$ cat src/design/crpf_ram.sv
module crpf_ram #(
  parameter int Width = 8,
  parameter int Depth = 16
) (
  input  logic                     clk_i,
  input  logic                     we_i,
  input  logic [$clog2(Depth)-1:0] waddr_i,
  input  logic [Width-1:0]         wdata_i,
  input  logic [$clog2(Depth)-1:0] raddr_i,
  output logic [Width-1:0]         rdata_o
);

  logic [Width-1:0] mem_q [Depth];
  logic [Width-1:0] rdata_q;

  always_ff @(posedge clk_i) begin
    if (we_i) begin
      mem_q[waddr_i] <= wdata_i;
    end
    rdata_q <= mem_q[raddr_i];
  end

  assign rdata_o = rdata_q;

endmodule

$ cat config.mk
export PLATFORM = sky130hd
export DESIGN_NAME = crpf_ram
export DESIGN_NICKNAME = d
export VERILOG_FILES = /design/src/design/crpf_ram.sv
export SDC_FILE = /design/constraint.sdc
export NUM_CORES = 1
export LEC_CHECK = 0
export ABC_AREA = 0
export ABC_CLOCK_PERIOD_IN_PS = 3700
export BUFFER_PORTS_ARGS = -buffer_cell sky130_fd_sc_hd__buf_2
export CORE_UTILIZATION = 50
export DETAILED_ROUTE_END_ITERATION = 8
export PLACE_DENSITY = 0.67
export REMOVE_ABC_BUFFERS = 1
export SLEW_MARGIN = 0
export SYNTH_ARGS = -nofsm -noshare
export SYNTH_HDL_FRONTEND = slang
export SYNTH_SLANG_ARGS = --single-unit
$ cat constraint.sdc
create_clock -name clk_i -period 3.7 [get_ports clk_i]
set_input_delay 0.37 -clock clk_i [delete_from_list [all_inputs] [get_ports clk_i]]
set_output_delay 0.37 -clock clk_i [all_outputs]
set_load 0.05 [all_outputs]
# Yosys cells after proc, flatten, opt, wreduce, memory -nomap -nowiden
# Memory sizes are Yosys's and may differ from the RTL's. A register that Yosys moved wholly into a read port is not among the register bits.
# Cells that the tools add are included.
# totals
register_bits	0
latch_bits	0
mem_bits_rw	128
mem_bits_ro	0
input_bits	18
out_inout_bits	8
elab_cells	3
n_memories	1
# classes
n_addsub	0
multipliers	0
div_mod_pow	0
order_cmp	0
eq_ne	0
shift	0
muxes	2
bitwise_logic	0
reduce_logical	0
# memory_table
memory	depth	width	rd	rd_clocked_by_memory_dff	write_ports	line_no	rtl
mem_q	16	8	1	1	1	13	logic [Width-1:0] mem_q [Depth];
# ops
cell	count
2-to-1 mux 1 bit	2

# Depth between registers and ports, before layout
# Gate-level depths: netlist (run 1).
# logic_depth
ltp_word	2
depth_mapped	5
mapped_depth_nobuf	3

# Worst setup path before layout (run 1)
# Ideal clock, no wire load.
# synth_timing
kind	input -> register
startpoint	input waddr_i[2]
endpoint	memory mem_q[0][0], enable pin
setup_time_ns	0.383
arrival_time_ns	1.480
required_ns	3.317
setup_slack_ns	1.837
path_stages	2
n_path_buf	0
cell_sequence	or3b_2 nor3_1
# synth_rtl
element	line_no	rtl
start, declared	7	input logic [$clog2(Depth)-1:0] waddr_i,
end, declared	13	
# Straight into the memory's write port.

==> impl_metrics.env, run 1 <==
export IMPL_synth_mux_area_share_pct=15.0
export IMPL_yosysWarningCount=0
export IMPL_r2r_setup_slack_ps=2330
export IMPL_post_route_period_util_pct=44.0
export IMPL_grt_first_pass_wirelength_microns=14200
export IMPL_avgSynthCellArea_sq_um=22.5
export IMPL_critPathArrivalTime_ps=2010
export IMPL_grt_total_usage_pct=20.0
export IMPL_dp_hpwl_microns=5740
export IMPL_synthAdderAreaFrac_pct=0
export IMPL_start_kind="input port"
export IMPL_ir_worst_vdd_mv=0.339
export IMPL_worst_hold_path_type="input port to register"
export IMPL_crit_path_max_incr_delay_ps=510
export IMPL_grt_overflow=0
export IMPL_cts_tree="built"
export IMPL_yosysUniqueCellTypes=19
export IMPL_htreeDepth=4
export IMPL_critPathTopFamily="buffers and inverters"
export IMPL_p_leak_nw=1.99
export IMPL_clockBufferDepth=2
export IMPL_cts_made_buffers=17
export IMPL_period_needed_ps=1630
export IMPL_antenna_found_initial=0
export IMPL_synth_common_cells="edfxtp_1, mux4_2, a22oi_1"
export IMPL_die_w_microns=103
export IMPL_ys_seq_elements=136
export IMPL_grt_max_degree=33
export IMPL_worstPathMaxFanout=17
export IMPL_ys_seq_area_share_pct=77.8
export IMPL_cp_startpoint="raddr_i[0]"
export IMPL_tns_ps=0
export IMPL_synth_top_family_by_area="multiplexers"
export IMPL_rsz0062_at_grt="no"
export IMPL_r2r_end="rdata_o[0]"
export IMPL_gp_congestion=0.671
export IMPL_p_per_area_nw_per_um2=586
export IMPL_num_vias=2307
export IMPL_crit_type="input port to register"
export IMPL_port_buffers=25
export IMPL_slowest_stage="mux4_2"
export IMPL_core_area_sq_um=9860
export IMPL_vias_per_cell=5.57
export IMPL_setup_viol=0
export IMPL_rows=36
export IMPL_syn_area_sq_um=5150
export IMPL_drt_total_wl_microns=9290
export IMPL_clk_pin_slew_worst_paths_ps=60
export IMPL_synthSimpleGateAreaFrac_pct=3.18
export IMPL_drt_iter0_drc=121
export IMPL_reg2reg_depth=3
export IMPL_clkLatencyLatePin_ps=500
export IMPL_cts_sinks=136
export IMPL_cts_root_buffer="clkbuf_8"
export IMPL_initial_core_util_pct=52.2
export IMPL_yosys_top_cells_area="edfxtp_1, mux4_2, mux4_1"
export IMPL_synth_xor_area_share_pct=0
export IMPL_slew_violations=0
export IMPL_yosysTopAreaCellShare_pct=74.7
export IMPL_hold_buffers=0
export IMPL_r2r_start="mem_q[1][0]"
export IMPL_antenna_left=0
export IMPL_yosysMostFrequentCell="edfxtp_1"
export IMPL_synth_compound_area_share_pct=2.33
export IMPL_worst_ep_required_time_ps=4080
export IMPL_yosysTopAreaCell="edfxtp_1"
export IMPL_grt_pass1_vias=2381
export IMPL_synth_async_reset_ratio_pct=0
export IMPL_status="finished clean"
export IMPL_synth_flop_cell="edfxtp_1"
export IMPL_ios=26
export IMPL_n_antenna_cell=0
export IMPL_relSlewSlack_pct=34.5
export IMPL_die_area_sq_um=10700
export IMPL_post_cts_buffers=0
export IMPL_synth_cells=229
export IMPL_area_growth_pct=15.8
export IMPL_nNetsFinal=286
export IMPL_maxCapViolCount=0
export IMPL_avgRoutedWirePerCell_microns=22.4
export IMPL_power_mw=3.50
export IMPL_worst_setup_path_end_kind="register"
export IMPL_crit_path_end="rdata_o[4]"
export IMPL_path_cells="buf_2, buf_4, mux4_2, a22oi_1, nand2_1"
export IMPL_drive_above_1_share_pct=28.5
export IMPL_ctsResizeCount=0
export IMPL_cp_num_buf_inv=2
export IMPL_finalHoldViolations=0
export IMPL_cp_num_cells=5
export IMPL_dr_pass1_iters=4
export IMPL_fmax_ghz=0.614
export IMPL_die_height_microns=103
export IMPL_clock_skew_ps=10.8
export IMPL_route_detailed_drc=0
export IMPL_tightest_slew_ps=979
export IMPL_synth_edf_count=128
cell families after synthesis:
group	count (synthesis)
flip-flops	136
AND/OR/NAND/NOR	35
AO/OA/AOI/OAI	16
buffers and inverters	10
multiplexers	32
where the power goes:
part	internal, mW	leakage (nW)	switching, mW
combinational	0.0633	0.497	0.119
sequential	1.72	1.22	0.0113
clock	0.962	0.270	0.618
worst reg2reg max path: cells and delay by family (launching register included):
kind,cells,cell delay [ps]
AND/OR/NAND/NOR,1,90
multiplexers,1,510
flip-flops,1,380
AO/OA/AOI/OAI,1,280
placed cells by master, fill, tap and decap left out, types with 3 or more instances in the layout:
master and instances:
clkbuf_16 16, mux4_2 18, nand2_1 9, clkinv_4 3, mux4_1 14, dfxtp_1 8, a22oi_1 16, nor2_1 13
inv_6 3, buf_2 25, nor3_1 3, edfxtp_1 128, buf_4 5, clkinvlp_4 3
worst min path at each step:
stage / start / end / slack, ps / depth (start not counted)
4_1_cts: wdata_i[1] / mem_q[5][1] / 230 / 1
3_3_place_gp: mem_q[14][7] / rdata_o[7] / 650 / 3
5_1_grt: wdata_i[1] / mem_q[5][1] / 230 / 1
3_5_place_dp: mem_q[15][0] / rdata_o[0] / 660 / 3
2_1_floorplan: wdata_i[0] / mem_q[0][0] / 470 / 0
6_report: wdata_i[1] / mem_q[11][1] / 250 / 1
sequential cells by signal, summed over array words and instances, names as in the netlist:
register,count
mem_q,128
rdata_o,8
final cells by class:
class                   count  area (sq um)
multi-input cells          83          1060
repair buffers             30           163
flip-flops and latches    136          4000
well taps                 133           166
fillers                   703          3900
clock inverters            14           149
clock buffers              18           418
through the flow:
stage          setup slack [ps]  hold WS [ps]  area (sq um)  std cells  util (%)
3_5_place_dp               1500           660          5400        382      54.7
6_report                   2070           252          5960        414      60.4
2_1_floorplan              1840           469          5060        219         -
5_1_grt                    1990           227          5960        414      60.4
3_3_place_gp               1570           649          5400        382      54.7
4_1_cts                    2040           226          5960        414      60.4
layer usage:
layer | share of wire [%] | global-route usage, % | up-vias
met3 | 5.1 | 5.51 | 2
met2 | 50 | 31.3 | 59
met5 | 0 | 0 | -
li1 | - | - | 1056
met4 | 0.27 | 6.39 | 0
met1 | 44 | 27.7 | 1190
(Power assumes the default switching activity.)
==> run 2: changes to the inputs <==
--- a/config.mk
+++ b/config.mk
@@ -6,11 +6,11 @@
 export NUM_CORES = 1
 export LEC_CHECK = 0
 export ABC_AREA = 0
-export ABC_CLOCK_PERIOD_IN_PS = 3700
+export ABC_CLOCK_PERIOD_IN_PS = 1300
 export BUFFER_PORTS_ARGS = -buffer_cell sky130_fd_sc_hd__buf_2
 export CORE_UTILIZATION = 50
 export DETAILED_ROUTE_END_ITERATION = 8
-export PLACE_DENSITY = 0.67
+export PLACE_DENSITY = 0.7
 export REMOVE_ABC_BUFFERS = 1
 export SLEW_MARGIN = 0
 export SYNTH_ARGS = -nofsm -noshare
==> constraint.sdc (replaced) <==
create_clock -name clk_i -period 1.3 [get_ports clk_i]
set_input_delay 0.13 -clock clk_i [delete_from_list [all_inputs] [get_ports clk_i]]
set_output_delay 0.13 -clock clk_i [all_outputs]
set_load 0.05 [all_outputs]
==> run 2 against run 1 <==
- die area did not move
- utilization rose by 3.2 points
- clock skew fell by 2.7 ps
- first-iteration DRC count rose by 87%
- cell area rose by 5.2%
- global-route usage rose by 0.65 points
- via count rose by 8.1%
- final cell count rose by 6.5%
- critical path type is now register to register
- largest cell class unchanged
- highest routed layer unchanged
==> impl_metrics.env, run 2 (synthesis results as in run 1) <==
export IMPL_fmax_ghz=0.779
export IMPL_p_per_area_nw_per_um2=1620
export IMPL_cts_tree="built"
export IMPL_status="finished clean"
export IMPL_p_leak_nw=2.12
export IMPL_grt_first_pass_wirelength_microns=14800
export IMPL_period_needed_ps=1280
export IMPL_maxCapViolCount=0
export IMPL_worst_ep_required_time_ps=1670
export IMPL_die_w_microns=103
export IMPL_ir_worst_vdd_mv=1.06
export IMPL_initial_core_util_pct=52.2
export IMPL_grt_pass1_vias=2642
export IMPL_relSlewSlack_pct=33.7
export IMPL_critPathTopFamily="multiplexers"
export IMPL_clk_pin_slew_worst_paths_ps=60
export IMPL_drt_total_wl_microns=9680
export IMPL_postLayoutCellArea_sq_um=6270
export IMPL_crit_path_max_incr_delay_ps=480
export IMPL_fill_cells=664
export IMPL_nNetsFinal=314
export IMPL_cts_sinks=136
export IMPL_crit_type="register to register"
export IMPL_worstPathMaxFanout=1
export IMPL_ios=26
export IMPL_clockBufferDepth=2
export IMPL_dr_pass1_iters=4
export IMPL_largest_reg_flops=128
export IMPL_num_vias=2493
export IMPL_slowest_stage="mux4_2"
export IMPL_drt_iter0_drc=226
export IMPL_worst_hold_path_type="input port to register"
export IMPL_slew_violations=0
export IMPL_drive_above_1_share_pct=39.9
export IMPL_n_antenna_cell=0
export IMPL_clkLatencyLatePin_ps=500
export IMPL_start_kind="register"
export IMPL_whs_ps=20.4
export IMPL_avgRoutedWirePerCell_microns=22.0
export IMPL_post_cts_buffers=0
export IMPL_grt_overflow=0
export IMPL_cp_num_buf_inv=0
export IMPL_finalHoldViolations=0
export IMPL_antenna_found_initial=0
export IMPL_area_growth_pct=21.9
export IMPL_htreeDepth=4
export IMPL_cts_made_buffers=17
export IMPL_layout_commonest_cell="edfxtp_1"
export IMPL_grt_max_degree=21
export IMPL_mostFrequentLayoutCells="edfxtp_1, mux4_2, buf_4"
export IMPL_route_detailed_drc=0
export IMPL_vias_per_cell=5.65
export IMPL_die_area_sq_um=10700
export IMPL_die_height_microns=103
export IMPL_placed_area_sq_um=5640
export IMPL_antenna_left=0
export IMPL_port_buffers=25
export IMPL_grt_total_usage_pct=20.7
export IMPL_top_register="mem_q"
export IMPL_path_cells="mux4_2, a22oi_2, nand2_1"
export IMPL_critPathArrivalTime_ps=1660
export IMPL_tightest_slew_ps=993
export IMPL_post_route_period_util_pct=98.7
export IMPL_clock_skew_ps=8.06
export IMPL_dp_hpwl_microns=6030
export IMPL_rsz0062_at_grt="yes"
export IMPL_rows=36
export IMPL_core_area_sq_um=9860
export IMPL_gp_congestion=0.752
export IMPL_setup_viol=0
export IMPL_worst_setup_path_end_kind="register"
export IMPL_cts_root_buffer="clkbuf_8"
==> run 2: changes by cell type in the layout (fill, tap and decap cells not counted) <==
cell,change
buf_4,+20
a22oi_1,-12
a22oi_2,+12
mux4_1,-9
mux4_2,+9
buf_12,+5
dlygate4sd3_1,+3
inv_6,-3
buf_2,-1
bufinv_16,+1
clkbuf_4,+1
clkinv_1,+1
nor3_1,+1
nor3_2,-1
==> run 2: path summary, 6_finish.rpt <==
path / startpoint / end / slack (ps) / cells past startpoint
hold reg to reg: mem_q[4][3] / rdata_o[3] / 690 / 3
setup / recovery: mem_q[10][6] / rdata_o[6] / 20 / 3
setup reg to reg: mem_q[10][6] / rdata_o[6] / 20 / 3
hold / removal: wdata_i[4] / mem_q[9][4] / 20 / 1
==> run 2: metrics by stage <==
step / power [mW] / setup TNS [ps] / worst slack, ps / std cells / utilization, %
after global routing: 10.5 / -24.9 / -24.9 / 441 / 63.6
final: 10.2 / 0 / 16.4 / 441 / 63.6
after global placement: 5.59 / -3910 / -260 / 407 / 57.2
after floorplan: 5.31 / -4910 / -323 / 219 / -
after CTS: 10.2 / 0 / 5.54 / 441 / 63.5
after detailed placement: 5.61 / -4510 / -272 / 407 / 57.2
==> run 2: routing by layer <==
metal,up-vias,part of all wire (%),global-route usage (%),routed length (microns)
met2,73,49,32.4,4790
met1,1315,45,28.1,4390
met5,-,0,0,0
met4,0,1.1,6.93,109
met3,12,4.1,5.98,399
li1,1093,-,-,-
==> run 2: power by group <==
part / switching (mW) / internal, mW
combinational: 0.374 / 0.250
clock: 1.70 / 2.89
sequential: 0.0294 / 4.90
==> run 2: cell type report <==
class | count | area (sq um) | share of cell area, %
repair buffers | 58 | 445 | 7.10
flip-flops and latches | 136 | 4000 | 63.8
clock inverters | 13 | 156 | 2.49
multi-input cells | 83 | 1080 | 17.3
well taps | 133 | 166 | 2.65
clock buffers | 18 | 418 | 6.66
==> run 2: repair_timing <==
item                                    in CTS  in global routing
gates resized for setup                     13                  9
hold endpoints to repair                    48                  0
pin swaps                                    1                  4
endpoints found under the setup margin       7                  8
hold buffers                                 3                  0
