### config.mk
export PLATFORM = sky130hd
export DESIGN_NAME = crpf_ring_mod
export DESIGN_NICKNAME = d
export VERILOG_FILES = /design/src/design/crpf_pkg.sv /design/src/design/crpf_ring_mod.sv
export SDC_FILE = /design/constraint.sdc
export NUM_CORES = 1
export LEC_CHECK = 0
export BUFFER_PORTS_ARGS = -buffer_cell sky130_fd_sc_hd__buf_4
export CELL_PAD_IN_SITES_DETAIL_PLACEMENT = 2
export CELL_PAD_IN_SITES_GLOBAL_PLACEMENT = 2
export CORE_AREA = 2 2 75 95
export CTS_CLUSTER_DIAMETER = 200
export CTS_CLUSTER_SIZE = 30
export DETAILED_ROUTE_END_ITERATION = 10
export DIE_AREA = 0 0 77 97
export HOLD_SLACK_MARGIN = 0.05
export PLACE_DENSITY = 0.87
export SETUP_SLACK_MARGIN = 0.05
export SLEW_MARGIN = 20
export SYNTH_ARGS = -nofsm -noshare
export SYNTH_HDL_FRONTEND = slang
export SYNTH_SLANG_ARGS = --single-unit
### constraint.sdc
create_clock -name clk_i -period 5.26 [get_ports clk_i]
set_clock_uncertainty 0.15 [all_clocks]
set_input_delay 0.526 -clock clk_i [delete_from_list [all_inputs] [get_ports clk_i]]
set_output_delay 0.526 -clock clk_i [all_outputs]
set_load 0.01 [all_outputs]
### src/design/crpf_pkg.sv
package crpf_pkg;

  // Table size and derived widths
  localparam int MaxPoints = 16;
  localparam int IdxW      = $clog2(MaxPoints);
  localparam int CntW      = $clog2(MaxPoints + 1);

  // Field widths fixed by the interface
  localparam int CoordW   = 24;
  localparam int PointW   = 3 * CoordW;
  localparam int DeltaW   = 16;
  localparam int PidxW    = 4;
  localparam int TimeW    = 32;
  localparam int SpeedW   = 16;
  localparam int CountW   = 5;
  localparam int CfgIdxW  = 2;
  localparam int CfgDataW = 16;

  // Progress product, Q24.24
  localparam int ProdW = TimeW + SpeedW;
  localparam int FracW = 16;
  localparam int DivW  = ProdW - 24;

  // Iterative ring modulo: bits retired per cycle
  localparam int ModBits  = 3;
  localparam int ModSteps = DivW / ModBits;
  localparam int ModCntW  = $clog2(ModSteps);

  // Horner accumulator, covers |a|+|b|+|c|+|d| of Q15.8 inputs
  localparam int HornW = CoordW + 6;

  localparam int PosMax = 2 ** (CoordW - 1) - 1;
  localparam int PosMin = -(2 ** (CoordW - 1));

  localparam logic OpLoad = 1'b0;
  localparam logic OpTick = 1'b1;

  localparam logic [CfgIdxW-1:0] CfgPathSpeed  = CfgIdxW'(0);
  localparam logic [CfgIdxW-1:0] CfgPointCount = CfgIdxW'(1);

  typedef struct packed {
    logic            start;
    logic [DivW-1:0] dividend;
    logic [CntW-1:0] count;
  } crpf_mod_req_t;

  typedef struct packed {
    logic            done;
    logic [IdxW-1:0] rem;
  } crpf_mod_rsp_t;

endpackage

### src/design/crpf_ring_mod.sv
// Iterative remainder of progress index by ring size, ModBits bits per cycle.
module crpf_ring_mod import crpf_pkg::*; (
  input  logic          clk_i,
  input  logic          rst_ni,
  input  crpf_mod_req_t req_i,
  output crpf_mod_rsp_t rsp_o
);

  localparam int RemW = CntW + 1;

  logic               busy_q;
  logic               done_q;
  logic [ModCntW-1:0] cnt_q;
  logic [DivW-1:0]    sh_q, sh_d;
  logic [RemW-1:0]    r_q, r_d;

  always_comb begin
    logic [RemW-1:0] r;
    logic [DivW-1:0] sh;
    r  = r_q;
    sh = sh_q;
    for (int i = 0; i < ModBits; i++) begin
      r  = {r[RemW-2:0], sh[DivW-1]};
      sh = sh << 1;
      if (r >= RemW'(req_i.count)) begin
        r = r - RemW'(req_i.count);
      end
    end
    r_d  = r;
    sh_d = sh;
  end

  always_ff @(posedge clk_i or negedge rst_ni) begin
    if (!rst_ni) begin
      busy_q <= 1'b0;
      done_q <= 1'b0;
      cnt_q  <= '0;
    end else begin
      done_q <= 1'b0;
      if (req_i.start) begin
        busy_q <= 1'b1;
        cnt_q  <= '0;
      end else if (busy_q) begin
        cnt_q <= cnt_q + ModCntW'(1);
        if (cnt_q == ModCntW'(ModSteps - 1)) begin
          busy_q <= 1'b0;
          done_q <= 1'b1;
        end
      end
    end
  end

  always_ff @(posedge clk_i) begin
    if (req_i.start) begin
      r_q  <= '0;
      sh_q <= req_i.dividend;
    end else if (busy_q) begin
      r_q  <= r_d;
      sh_q <= sh_d;
    end
  end

  assign rsp_o.done = done_q;
  assign rsp_o.rem  = IdxW'(r_q);

endmodule
* Yosys cells after proc, flatten, opt, wreduce, memory -nomap -nowiden
Index checks and enable logic that the tools add are counted.
Storage, ports and cells: output and inout port bits 5, input port bits 32, word-level logic and storage cells 27, flip-flop bits (word level) 34
Operators by class: reductions and logical operators 1, equal/unequal tests 1, magnitude comparators 3, muxes and demuxes 13, $add $sub $neg 4
Operator list (count):
- 24-bit two-way mux | 2
- 6-bit by 5-bit >= comparator with 1-bit output | 3
- 5-bit two-way mux | 3
- 5-bit subtractor | 3
- 1-bit two-way mux | 6
- 3-bit two-way mux | 2
- 3-bit by 1-bit adder with 3-bit output (second input constant) | 1
- 3-bit equality test (second input constant) | 1
- 2-bit nonzero test | 1

* Depth between registers and ports, before layout
Gate-level depths: netlist of run 1.
word-level depth 6, mapped depth 24, mapped depth without buffers 22

* Least setup slack after synthesis of run 1
Ideal clock, no wire load.
kind input-to-reg, start in req_i[3] in the netlist's numbering, end reg r_q[0], setup slack -227 ps, cell stages on the path 22, setup time 79 ps, data arrival time 5257 ps, data required time 5031 ps, path buffers 2, path through inv_1 > ha_1 > a21o_1 > a211o_1 > nor2_1 > mux2_2 > ha_1 > and3_1 > a31o_2 > a31oi_2 > and3_2 > clkbuf_1 > mux2i_1 > ha_1 > a21o_1 > a21o_1 > a21oi_1 > nor2b_1 > a311o_1 > buf_6 > mux2_4 > a211oi_2
Between the ends: word-level cells in the longest chain between the ends 6, elaborated cells on any way between the ends 8, classes of those cells add/sub: 2; order compare: 3; mux: 3
Ends and longest elaborated chain:
- from (decl) | RTL line crpf_ring_mod.sv:5 | input crpf_mod_req_t req_i,
- 5-bit subtractor / 6-bit by 5-bit >= comparator with 1-bit output (equally long branches) | RTL line crpf_ring_mod.sv:26, crpf_ring_mod.sv:25
- 5-bit two-way mux | RTL line crpf_ring_mod.sv:25 | if (r >= RemW'(req_i.count)) begin
- 5-bit subtractor / 6-bit by 5-bit >= comparator with 1-bit output (equally long branches) | RTL line crpf_ring_mod.sv:26, crpf_ring_mod.sv:25
- 5-bit two-way mux | RTL line crpf_ring_mod.sv:25
- 6-bit by 5-bit >= comparator with 1-bit output * | RTL line crpf_ring_mod.sv:25
- 5-bit two-way mux * | RTL line crpf_ring_mod.sv:25
- to (signal assigned) | RTL line crpf_ring_mod.sv:58 | r_q <= r_d;
- to (decl) | RTL line crpf_ring_mod.sv:15 | logic [RemW-1:0] r_q, r_d;
Mark *: on every way between the ends. The rest lies on a longest branch, timed or not. A chain may end at the register's enable or synchronous reset.

* Final worst setup path of run 1
start reg sh_q[23], end reg r_q[0]
Between the ends: word-level cells in the longest chain between the ends 6, elaborated cells on any way between the ends 8, classes of those cells add/sub: 2; order compare: 3; mux: 3
Ends and longest elaborated chain:
- from (decl) | RTL line crpf_ring_mod.sv:14 | logic [DivW-1:0] sh_q, sh_d;
- from (signal assigned) | RTL line crpf_ring_mod.sv:56 | sh_q <= req_i.dividend;
- 5-bit subtractor / 6-bit by 5-bit >= comparator with 1-bit output (equally long branches) | RTL line crpf_ring_mod.sv:26, crpf_ring_mod.sv:25
- 5-bit two-way mux * | RTL line crpf_ring_mod.sv:25
- 5-bit subtractor / 6-bit by 5-bit >= comparator with 1-bit output (equally long branches) | RTL line crpf_ring_mod.sv:26, crpf_ring_mod.sv:25
- 5-bit two-way mux * | RTL line crpf_ring_mod.sv:25
- 6-bit by 5-bit >= comparator with 1-bit output * | RTL line crpf_ring_mod.sv:25
- 5-bit two-way mux * | RTL line crpf_ring_mod.sv:25
Marks and branches as above.

==> impl_summary.log, run 1 <==
[metrics] result of the run: completed
[metrics] Req. time, crit path: 5.33 ns
[metrics] worst min path class: input pin to flip-flop
[metrics] XOR/XNOR share of the synthesized area: 0.0279
[metrics] CP cell instances: inv_1 > ha_2 > inv_1 > fa_2 > a21oi_2 > nor2_2 > nor2_2 > mux2_4 > ha_4 > and3_1 > a31o_2 > a31oi_4 > and3_4 > mux2i_4 > ha_4 > a21o_1 > a21o_1 > a21oi_2 > nor2b_1 > a311o_1 > mux2_4 > a211oi_2
[metrics] cell depth of the worst min-delay path: 2
[metrics] number of pins exceeding their max-slew limit in the final report: 0
[metrics] count of input and output buffers: 36
[metrics] arrival time worst endpoint: roughly 5 ns
[metrics] total global routing overflow: 0
[metrics] met2 track demand over resource: 0.310
[metrics] number of hold violations in the final report: 0
[metrics] worst setup path class: flip-flop to flip-flop
[metrics] routability congestion estimate from global placement: between 0.8 and 0.9
[metrics] Core ar.: between 6000 and 7000 sq um
[metrics] number of antenna violations at the first check in global routing: 0
[metrics] fin crit share: 0.952
[metrics] Post-Syn Instances: 183
[metrics] adder-cell share of the synthesized area: 0.124
[metrics] Setup crit end kind: flip-flop
[metrics] net count after synthesis: around 240
[metrics] half-perimeter wire length of the detailed placement result: 4510 um
[metrics] Simple-Gate Fraction of Synth Area: 0.0832
[metrics] Crit path largest cell delay: between 0.4 and 0.5 ns
[metrics] main combinational cell family by area after synthesis: multiplexers
[metrics] crit path max fanout: 3
[metrics] fin crit period: approximately 5.0 ns
[metrics] most common cell after layout, fill and taps aside: buf_4
[metrics] Critical R2R Capture: r_q[0]
[metrics] worst skew pair latency: just under 0.3 ns
[metrics] worst relative slew slack: 0.599
[metrics] starting DRC count in detailed routing: between 40 and 50
[metrics] maximum count of clock buffers along a single path: 2
[metrics] Slowest cell on crit path: edfxtp_1
[metrics] # diodes: 0
[metrics] IO Count: 37
[metrics] M1 GR Usage: 0.176
[metrics] proportion of layout cells with a drive suffix above 1: 0.492
[metrics] Placed Cells: 313
[metrics] commonest non-fill, non-tap cells in the layout: buf_4 (60), edfxtp_1 (24), mux2_2 (23), ha_1 (14), inv_1 (12)
[metrics] static leakage power: 1.30 nW
[metrics] # nets final: 292
[metrics] per-cell routed wire length: 18.2 um
[metrics] hold wc startpoint: req_i[7]
[metrics] floorplan die height: 97 um
[metrics] mean number of vias per cell: 4.97
[metrics] worst reg2reg path depth: 22
[metrics] Maximum Capacitance Violations: 0
[metrics] Synth Register Bits: 34
[metrics] Worst-Margin Slew: 0.602 ns
[metrics] mean instance size in the synthesized netlist: about 12 sq um
[metrics] unrepaired setup endpoints after global routing: no
[metrics] CTS buffer count: 5
[metrics] worst setup margin: 0.255 ns
[metrics] number of sinks on the clock net: 34
[metrics] initial standard-cell utilization of the core: 0.336
[metrics] startpoint of the worst-slack reg-to-reg timing path: sh_q[23]
[metrics] yosys warns: 0
[metrics] Pwr Density: between 600 and 700 nW/um^2
[metrics] pre-CTS setup slack: -0.297 ns
[metrics] count of antenna-violating nets left after detailed routing: 0
[metrics] kind of start point of the critical path: flip-flop
[metrics] flop-to-flop setup slack: 0.26 ns
[metrics] total routed wirelength: 5950 um
[metrics] pin count of the biggest net entering global routing: 38
[metrics] multiplexer area fraction after synthesis: 0.162
[metrics] met3 routing resource usage after global routing: 0.0243
[metrics] netlist area before placement: 2190 sq um
[metrics] Hold Path End: sh_q[2]
[metrics] die width: 77 um
[metrics] final setup violating endpoints: 0
[metrics] global-route wire length before repair: 9240 um
[metrics] register area share after synthesis: 0.431
[metrics] highest clock rate: 200 MHz
[metrics] final-layout fill cell count: 702
[metrics] final standard cell count with taps included and fillers excluded: 327
[metrics] CTS tree: yes
[metrics] root buffer selected by CTS: clkbuf_8
[metrics] area of the die: 7470 sq um
[metrics] compound-gate portion of the synthesized area: 0.117
[metrics] final-layout worst hold slack: around 0.37 ns
[metrics] Unique masters post-synth: 46
[metrics] number of H-tree branching levels: 2
[metrics] CTS clock-pin slew for the worst setup and hold paths: approximately 0.070 ns
[metrics] vias in the first global route: approximately 1,900
[metrics] Syn-to-layout area delta: 32.0%
[metrics] drt first pass iters: 3
[metrics] cell row count: 33
[metrics] total routing resource utilization after global routing: 0.163
[metrics] most used routing layer in global routing: met2
[metrics] Max rail drop VDD: 0.000218 V
[metrics] detailed-route DRC error count: 0
[metrics] total vias in the final route: 1,625
## sequential cells by signal, summed over array words and instances, names as in the netlist
register and cells:
sh_q 24, r_q 5, cnt_q 3, busy_q 1
done_q 1
## worst max-delay path by stage
| stage | cells after the start | slack (ns) | start | end |
|---|---|---|---|---|
| after CTS | 23 | 0.05 | sh_q[23] | r_q[4] |
| after global routing | 23 | 0.01 | sh_q[23] | r_q[1] |
| after detailed placement | 22 | -0.30 | req_i[3] | r_q[4] |
| after global placement | 23 | -0.05 | req_i[0] | r_q[1] |
| after floorplan | 22 | 0.07 | req_i[3] | r_q[0] |
| final | 22 | 0.26 | sh_q[23] | r_q[0] |
## worst max-delay path: cells and delay by family, from the launching register on
family | cells | cell delay [ns]
fa+ha+maj | 4 | 1.04
buf+inv | 2 | 0.14
simple gates | 5 | 0.69
compound gates | 8 | 1.51
mux | 3 | 0.98
flops | 1 | 0.41
## area by class of cell
class | instances | area (sq um) | share of cell area
Timing Repair Buffer | 63 | 492 | 0.170
Clock buffer | 5 | 68.8 | 0.0238
Sequential cell | 34 | 946 | 0.327
Inverter | 12 | 45.0 | 0.0156
Multi-Input combinational cell | 124 | 1230 | 0.423
Clock inverter | 2 | 10.0 | 0.00346
Tap cell | 87 | 109 | 0.0376
## Yosys cell counts (all sizes together)
master | number | share of area
edfxtp | 24 | 0.33
a21o | 8 | 0.027
a211o | 1 | 0.0040
mux2i | 7 | 0.032
nand4b | 1 | 0.0040
xor2 | 1 | 0.0040
and2 | 3 | 0.0086
o21ai | 4 | 0.0091
or3 | 2 | 0.0068
xnor2 | 6 | 0.024
nor2b | 2 | 0.0057
dfrtp | 5 | 0.057
nand3b | 1 | 0.0034
dfxtp | 5 | 0.046
inv | 12 | 0.021
a21oi | 7 | 0.016
a311o | 1 | 0.0046
nand4 | 1 | 0.0029
nor2 | 9 | 0.015
nand2 | 1 | 0.0017
buf | 9 | 0.027
o21a | 1 | 0.0034
ha | 17 | 0.097
nand2b | 1 | 0.0029
mux2 | 25 | 0.13
fa | 3 | 0.027
a31o | 1 | 0.0040
nor3 | 1 | 0.0023
a211oi | 5 | 0.025
nor3b | 1 | 0.0034
and3b | 1 | 0.0040
nand3 | 3 | 0.0068
and3 | 3 | 0.0097
or2 | 2 | 0.0057
o221ai | 1 | 0.0040
a31oi | 1 | 0.0057
a21bo | 1 | 0.0046
o211ai | 2 | 0.0091
clkbuf | 4 | 0.0068
## what timing repair did
| action | CTS | global route |
|---|---|---|
| hold buffers | 1 | 0 |
| gates cloned | 0 | 0 |
| setup buffers | 1 | 5 |
| hold endpoints to repair | 5 | 0 |
| pin swaps | 0 | 14 |
| endpoints found under the setup margin | 5 | 5 |
| resized for setup | 5 | 12 |
## metal layers
layer / share of wire / vias up
met4: 0.017 / 0
met5: 0 / -
met2: 0.56 / 26
met1: 0.41 / 818
met3: 0.019 / 6
li1: - / 775
## stage by stage
stage | util | power, mW | TNS, ns | area, sq um
after floorplan | - | 1.21 | 0 | 2240
after global placement | 0.413 | 1.55 | -0.0532 | 2690
after detailed placement | 0.413 | 1.62 | -1.16 | 2690
after global routing | 0.444 | 2.08 | 0 | 2900
final | 0.444 | 1.94 | 0 | 2900
after CTS | 0.431 | 1.88 | 0 | 2810
## power breakdown
part	switching, mW	internal [mW]	total, mW
Sequential	0.0330	0.330	0.363
Combinational	0.624	0.767	1.39
Clock	0.0976	0.0888	0.186
Total	0.755	1.19	1.94
## cell families after synthesis
logic type	Yosys count
and+or+nand+nor	32
adders and majority gates	20
muxes	32
buffers and inverters	25
DFF	34
xor gates and xnor gates	7
AOI/OAI and AO/OA	33
Power figures use the tool's default switching activity.
==> run 2: changes to the inputs <==
- CORE_AREA: 2 2 75 95 -> 2 2 69 104
- DIE_AREA: 0 0 77 97 -> 0 0 71 106
==> impl_summary.log, run 2 (synthesis gave the netlist of run 1 again) <==
[metrics] detailed-route DRC error count: 0
[metrics] unrepaired setup endpoints after global routing: yes
[metrics] highest clock rate: approximately 200 MHz
[metrics] top flop regs: sh_q: 24 flops, r_q: 5 flops, cnt_q: 3 flops
[metrics] arrival time worst endpoint: 5.16 ns
[metrics] final standard cell count with taps included and fillers excluded: 321
[metrics] area of the die: 7530 sq um
[metrics] # nets final: 294
[metrics] worst skew pair latency: about 0.29 ns
[metrics] Core ar.: 6710 sq um
[metrics] proportion of power drawn by the clock network: 0.086
[metrics] mean number of vias per cell: between 5 and 6
[metrics] CTS clock-pin slew for the worst setup and hold paths: 0.07 ns
[metrics] fin crit period: 5.10 ns
[metrics] switching share of power: 0.389
[metrics] global-route wire length before repair: between 9000 and 10,000 um
[metrics] half-perimeter wire length of the detailed placement result: 4320 um
[metrics] final-layout fill cell count: 684
[metrics] total vias in the final route: around 1,600
[metrics] M1 GR Usage: 0.154
[metrics] die width: 71 um
[metrics] sequential share of power: 0.169
[metrics] worst setup path class: flip-flop to flip-flop
[metrics] Req. time, crit path: 5.32 ns
[metrics] Logic pwr share: 0.745
[metrics] root buffer selected by CTS: clkbuf_8
[metrics] pre-CTS setup slack: -0.227 ns
[metrics] Pwr Density: 717 nW/um^2
[metrics] static leakage power: 1.31 nW
[metrics] worst setup margin: approximately 0.16 ns
[metrics] flip-flop count of the largest register after layout: 24
[metrics] Layout Cell Area excl Fill: about 3000 sq um
[metrics] count of antenna-violating nets left after detailed routing: 0
[metrics] met3 routing resource usage after global routing: 0.0303
[metrics] starting DRC count in detailed routing: 25
[metrics] proportion of layout cells with a drive suffix above 1: 0.523
[metrics] floorplan die height: 106 um
[metrics] result of the run: completed
[metrics] total global routing overflow: 0
[metrics] drt first pass iters: 3
[metrics] flop-to-flop setup slack: between 0.15 and 0.2 ns
[metrics] CTS tree: yes
[metrics] final setup violating endpoints: 0
[metrics] Critical R2R Capture: r_q[4]
[metrics] kind of start point of the critical path: flip-flop
[metrics] worst reg2reg path depth: 23
[metrics] Placed Cells: 305
[metrics] Syn-to-layout area delta: 35.5%
[metrics] Pint: 1.30 mW
[metrics] number of antenna violations at the first check in global routing: 0
[metrics] # diodes: 0
[metrics] vias in the first global route: around 1,900
[metrics] Maximum Capacitance Violations: 0
[metrics] crit path max fanout: 4
[metrics] Hold Path End: sh_q[1]
[metrics] number of sinks on the clock net: 34
[metrics] Top reg by flops: sh_q
[metrics] worst min path class: input pin to flip-flop
[metrics] IO Count: 37
[metrics] sw power: 0.830 mW
[metrics] worst relative slew slack: 0.609
[metrics] number of H-tree branching levels: 2
[metrics] Max rail drop VDD: 0.000277 V
[metrics] Worst-Margin Slew: 0.587 ns
[metrics] per-cell routed wire length: ~18 um
[metrics] most common cell after layout, fill and taps aside: buf_4
[metrics] pin count of the biggest net entering global routing: 38
[metrics] CTS buffer count: 5
[metrics] cell row count: 37
[metrics] most used routing layer in global routing: met2
[metrics] total routed wirelength: 5870 um
[metrics] startpoint of the worst-slack reg-to-reg timing path: sh_q[23]
[metrics] fin crit share: 0.970
[metrics] initial standard-cell utilization of the core: 0.327
[metrics] total routing resource utilization after global routing: 0.156
[metrics] cell depth of the worst min-delay path: 2
[metrics] met2 track demand over resource: 0.303
[metrics] hold wc startpoint: req_i[6]
[metrics] placement-stage cell area: 2690 sq um
[metrics] maximum count of clock buffers along a single path: 2
[metrics] commonest non-fill, non-tap cells in the layout: buf_4 (62), edfxtp_1 (24), mux2_2 (23), ha_1 (13), inv_1 (11)
[metrics] final total power: between 2 and 2.5 mW
[metrics] number of pins exceeding their max-slew limit in the final report: 0
[metrics] Setup crit end kind: flip-flop
[metrics] number of hold violations in the final report: 0
[metrics] count of input and output buffers: 36
[metrics] routability congestion estimate from global placement: 0.828
[metrics] Final Util: 0.443
## run 2: metal layers
| layer | vias up | part of all wire |
|---|---|---|
| met2 | 31 | 0.60 |
| met4 | 0 | 0.026 |
| met5 | - | 0 |
| met1 | 815 | 0.34 |
| met3 | 9 | 0.032 |
| li1 | 781 | - |
## run 2: stage by stage
stage / hold slack (ns) / TNS [ns]
floorplan: 0.0804 / 0
global placement: 0.181 / -0.134
detailed placement: 0.182 / -0.697
CTS: 0.359 / 0
global route: 0.373 / -0.136
finish: 0.372 / 0
## run 2: power groups by stage
stage | combinational (mW) | clock [mW] | sequential (mW)
final | 1.59 | 0.184 | 0.360
after global routing | 1.70 | 0.200 | 0.366
after CTS | 1.27 | 0.192 | 0.361
after detailed placement | 1.23 | 0 | 0.366
after global placement | 1.16 | 0 | 0.364
after floorplan | 0.858 | 0 | 0.354
## run 2: repair_timing
| item | 4_1_cts | 5_1_grt |
|---|---|---|
| hold buffers | 1 | 0 |
| endpoints found under the hold margin | 5 | 0 |
| gates resized for setup | 5 | 24 |
| endpoints found under the setup margin | 4 | 4 |
| buffers inserted | 2 | 5 |
| pin swaps | 1 | 18 |
## run 2: how the worst max path moves through the flow
| stage | startpoint | cells past startpoint | to |
|---|---|---|---|
| floorplan | req_i[3] | 22 | r_q[0] |
| global placement | req_i[0] | 23 | r_q[1] |
| detailed placement | req_i[0] | 24 | r_q[1] |
| CTS | sh_q[23] | 23 | r_q[1] |
| global route | sh_q[23] | 23 | r_q[1] |
| finish | sh_q[23] | 23 | r_q[4] |
## run 2: worst max-delay path: stages (launching register included)
cell      delay (ns)
edfxtp_1        0.44
inv_1           0.09
ha_2            0.18
inv_2           0.04
fa_2            0.41
a21oi_2         0.18
nor2_2          0.08
nor2_4          0.15
mux2_4          0.34
ha_4            0.26
and3_4          0.15
a31o_4          0.23
a31oi_4         0.15
and3_4          0.24
mux2i_4         0.30
ha_4            0.24
a21o_1          0.15
a21o_1          0.17
a21oi_2         0.12
nor2b_1         0.06
a311o_1         0.34
buf_6           0.17
mux2i_4         0.19
a211oi_2        0.18
## run 2: area by class of cell
type	count	area, sq um	share of cell area
flip-flops and latches	34	946	0.318
clock inverters	2	8.76	0.00294
repair buffers	65	507	0.170
clock buffers	6	72.6	0.0244
multi-input cells	124	1300	0.436
inverters	12	45.0	0.0151
well taps	78	97.6	0.0328
==> run 3: changes to the inputs <==
- BUFFER_PORTS_ARGS: -buffer_cell sky130_fd_sc_hd__buf_4 -> -buffer_cell sky130_fd_sc_hd__buf_2
==> impl_summary.log, run 3 (synthesis gave the netlist of run 1 again) <==
[metrics] flip-flop count of the largest register after layout: 24
[metrics] routability congestion estimate from global placement: 0.751
[metrics] worst skew pair latency: 0.28 ns
[metrics] unrepaired setup endpoints after global routing: no
[metrics] fin crit share: 0.952
[metrics] arrival time worst endpoint: 5.06 ns
[metrics] result of the run: completed
[metrics] detailed-route DRC error count: 0
[metrics] CP cell instances: inv_1 > ha_2 > inv_1 > fa_2 > a21oi_2 > nor2_1 > nor2_2 > mux2_4 > ha_4 > and3_1 > a31o_2 > a31oi_4 > and3_4 > mux2i_4 > ha_4 > a21o_1 > a21o_1 > a21oi_2 > nor2b_1 > a311o_1 > buf_6 > mux2i_4 > a211oi_2
[metrics] switching share of power: 0.380
[metrics] sequential share of power: 0.190
[metrics] Slowest cell on crit path: edfxtp_1
[metrics] number of pins exceeding their max-slew limit in the final report: 0
[metrics] count of antenna-violating nets left after detailed routing: 0
[metrics] final-layout fill cell count: ~690
[metrics] final standard cell count with taps included and fillers excluded: about 320
[metrics] total routing resource utilization after global routing: 0.154
[metrics] most common cell after layout, fill and taps aside: buf_2
[metrics] number of hold violations in the final report: 0
[metrics] CTS buffer count: 5
[metrics] CTS tree: yes
[metrics] drt first pass iters: 4
[metrics] sw power: 0.714 mW
[metrics] cell row count: 37
[metrics] total vias in the final route: 1,579
[metrics] Pint: 1.16 mW
[metrics] commonest non-fill, non-tap cells in the layout: buf_2 (36), buf_4 (24), edfxtp_1 (24), mux2_2 (23), ha_1 (13)
[metrics] root buffer selected by CTS: clkbuf_8
[metrics] number of sinks on the clock net: 34
[metrics] M1 GR Usage: 0.157
[metrics] Crit path largest cell delay: 0.40 ns
[metrics] family with the most delay on the worst path: compound AO/OA/AOI/OAI gates
[metrics] IO Count: 37
[metrics] Req. time, crit path: 5.31 ns
[metrics] top flop regs: sh_q: 24 flops, r_q: 5 flops, cnt_q: 3 flops
[metrics] number of antenna violations at the first check in global routing: 0
[metrics] Maximum Capacitance Violations: 0
[metrics] Worst-Margin Slew: around 0.7 ns
[metrics] per-cell routed wire length: 16.6 um
[metrics] CTS clock-pin slew for the worst setup and hold paths: 0.07 ns
[metrics] crit path max fanout: 3
[metrics] Max rail drop VDD: 0.000269 V
[metrics] Layout Cell Area excl Fill: 2800 sq um
[metrics] number of H-tree branching levels: 2
[metrics] Placed Cells: just over 300
[metrics] static leakage power: 1.26 nW
[metrics] Final Util: 0.416
[metrics] final setup violating endpoints: 0
[metrics] met2 track demand over resource: 0.304
[metrics] most used routing layer in global routing: met2
[metrics] fin crit period: between 5 and 6 ns
[metrics] placement-stage cell area: approximately 2600 sq um
[metrics] highest clock rate: ~200 MHz
[metrics] proportion of layout cells with a drive suffix above 1: 0.483
[metrics] Syn-to-layout area delta: 27.4%
[metrics] global-route wire length before repair: 8840 um
[metrics] worst setup margin: about 0.25 ns
[metrics] count of input and output buffers: 36
[metrics] die width: 71 um
[metrics] Pwr Density: 672 nW/um^2
[metrics] Setup TNS: 0 ns
[metrics] # nets final: 291
[metrics] final total power: 1.88 mW
[metrics] starting DRC count in detailed routing: 24
[metrics] pre-CTS setup slack: -0.241 ns
[metrics] worst relative slew slack: 0.529
[metrics] half-perimeter wire length of the detailed placement result: 4240 um
[metrics] vias in the first global route: 1,813
[metrics] maximum count of clock buffers along a single path: 2
[metrics] Top reg by flops: sh_q
[metrics] Logic pwr share: 0.713
[metrics] floorplan die height: around 110 um
[metrics] initial standard-cell utilization of the core: 0.327
[metrics] Core ar.: roughly 6700 sq um
[metrics] Bufs and invs on worst path: 3
[metrics] proportion of power drawn by the clock network: 0.096
[metrics] final-layout worst hold slack: between 0.3 and 0.4 ns
[metrics] area of the die: about 7500 sq um
[metrics] met3 routing resource usage after global routing: 0.0237
[metrics] kind of start point of the critical path: flip-flop
[metrics] worst min path class: input pin to flip-flop
[metrics] pin count of the biggest net entering global routing: 38
[metrics] worst setup path class: flip-flop to flip-flop
[metrics] total global routing overflow: 0
[metrics] total routed wirelength: 5280 um
[metrics] # diodes: 0
[metrics] Setup crit end kind: flip-flop
[metrics] mean number of vias per cell: 4.97
run 3: metal layers:
metal	vias up	share of wire
li1	770	-
met1	770	0.36
met2	31	0.58
met3	8	0.032
met4	0	0.025
met5	-	0
run 3: path summary, 6_finish.rpt:
path	slack (ns)	depth (start not counted)	to	start
setup / recovery	0.25	23	r_q[1]	sh_q[23]
hold / removal	0.38	2	sh_q[2]	req_i[7]
setup reg to reg	0.25	23	r_q[1]	sh_q[23]
hold reg to reg	0.39	2	cnt_q[1]	cnt_q[1]
max in group asynchronous	4.39	2	cnt_q[1]	rst_ni
min in group asynchronous	0.43	2	done_q	rst_ni
run 3: power by group through the flow:
stage                     logic (mW)  clock network, mW  registers [mW]
after floorplan                0.858                  0           0.354
after global placement          1.13                  0           0.362
after detailed placement        1.18                  0           0.364
after CTS                       1.26              0.189           0.360
after global routing            1.48              0.198           0.363
final                           1.34              0.181           0.358
run 3: repair_timing:
action,in CTS,in global routing
gates resized for setup,8,8
setup buffers,1,2
hold endpoints to repair,5,0
setup endpoints to repair,5,5
hold buffers,1,0
pin swaps,0,2
run 3: layout make-up:
class	count	area (sq um)	area share
inverter	12	45.0	0.0161
clock buffer	6	72.6	0.0260
sequential	34	946	0.338
clock inverter	2	8.76	0.00313
multi-input combinational	124	1240	0.445
tap	78	97.6	0.0349
timing repair buffer	62	382	0.137
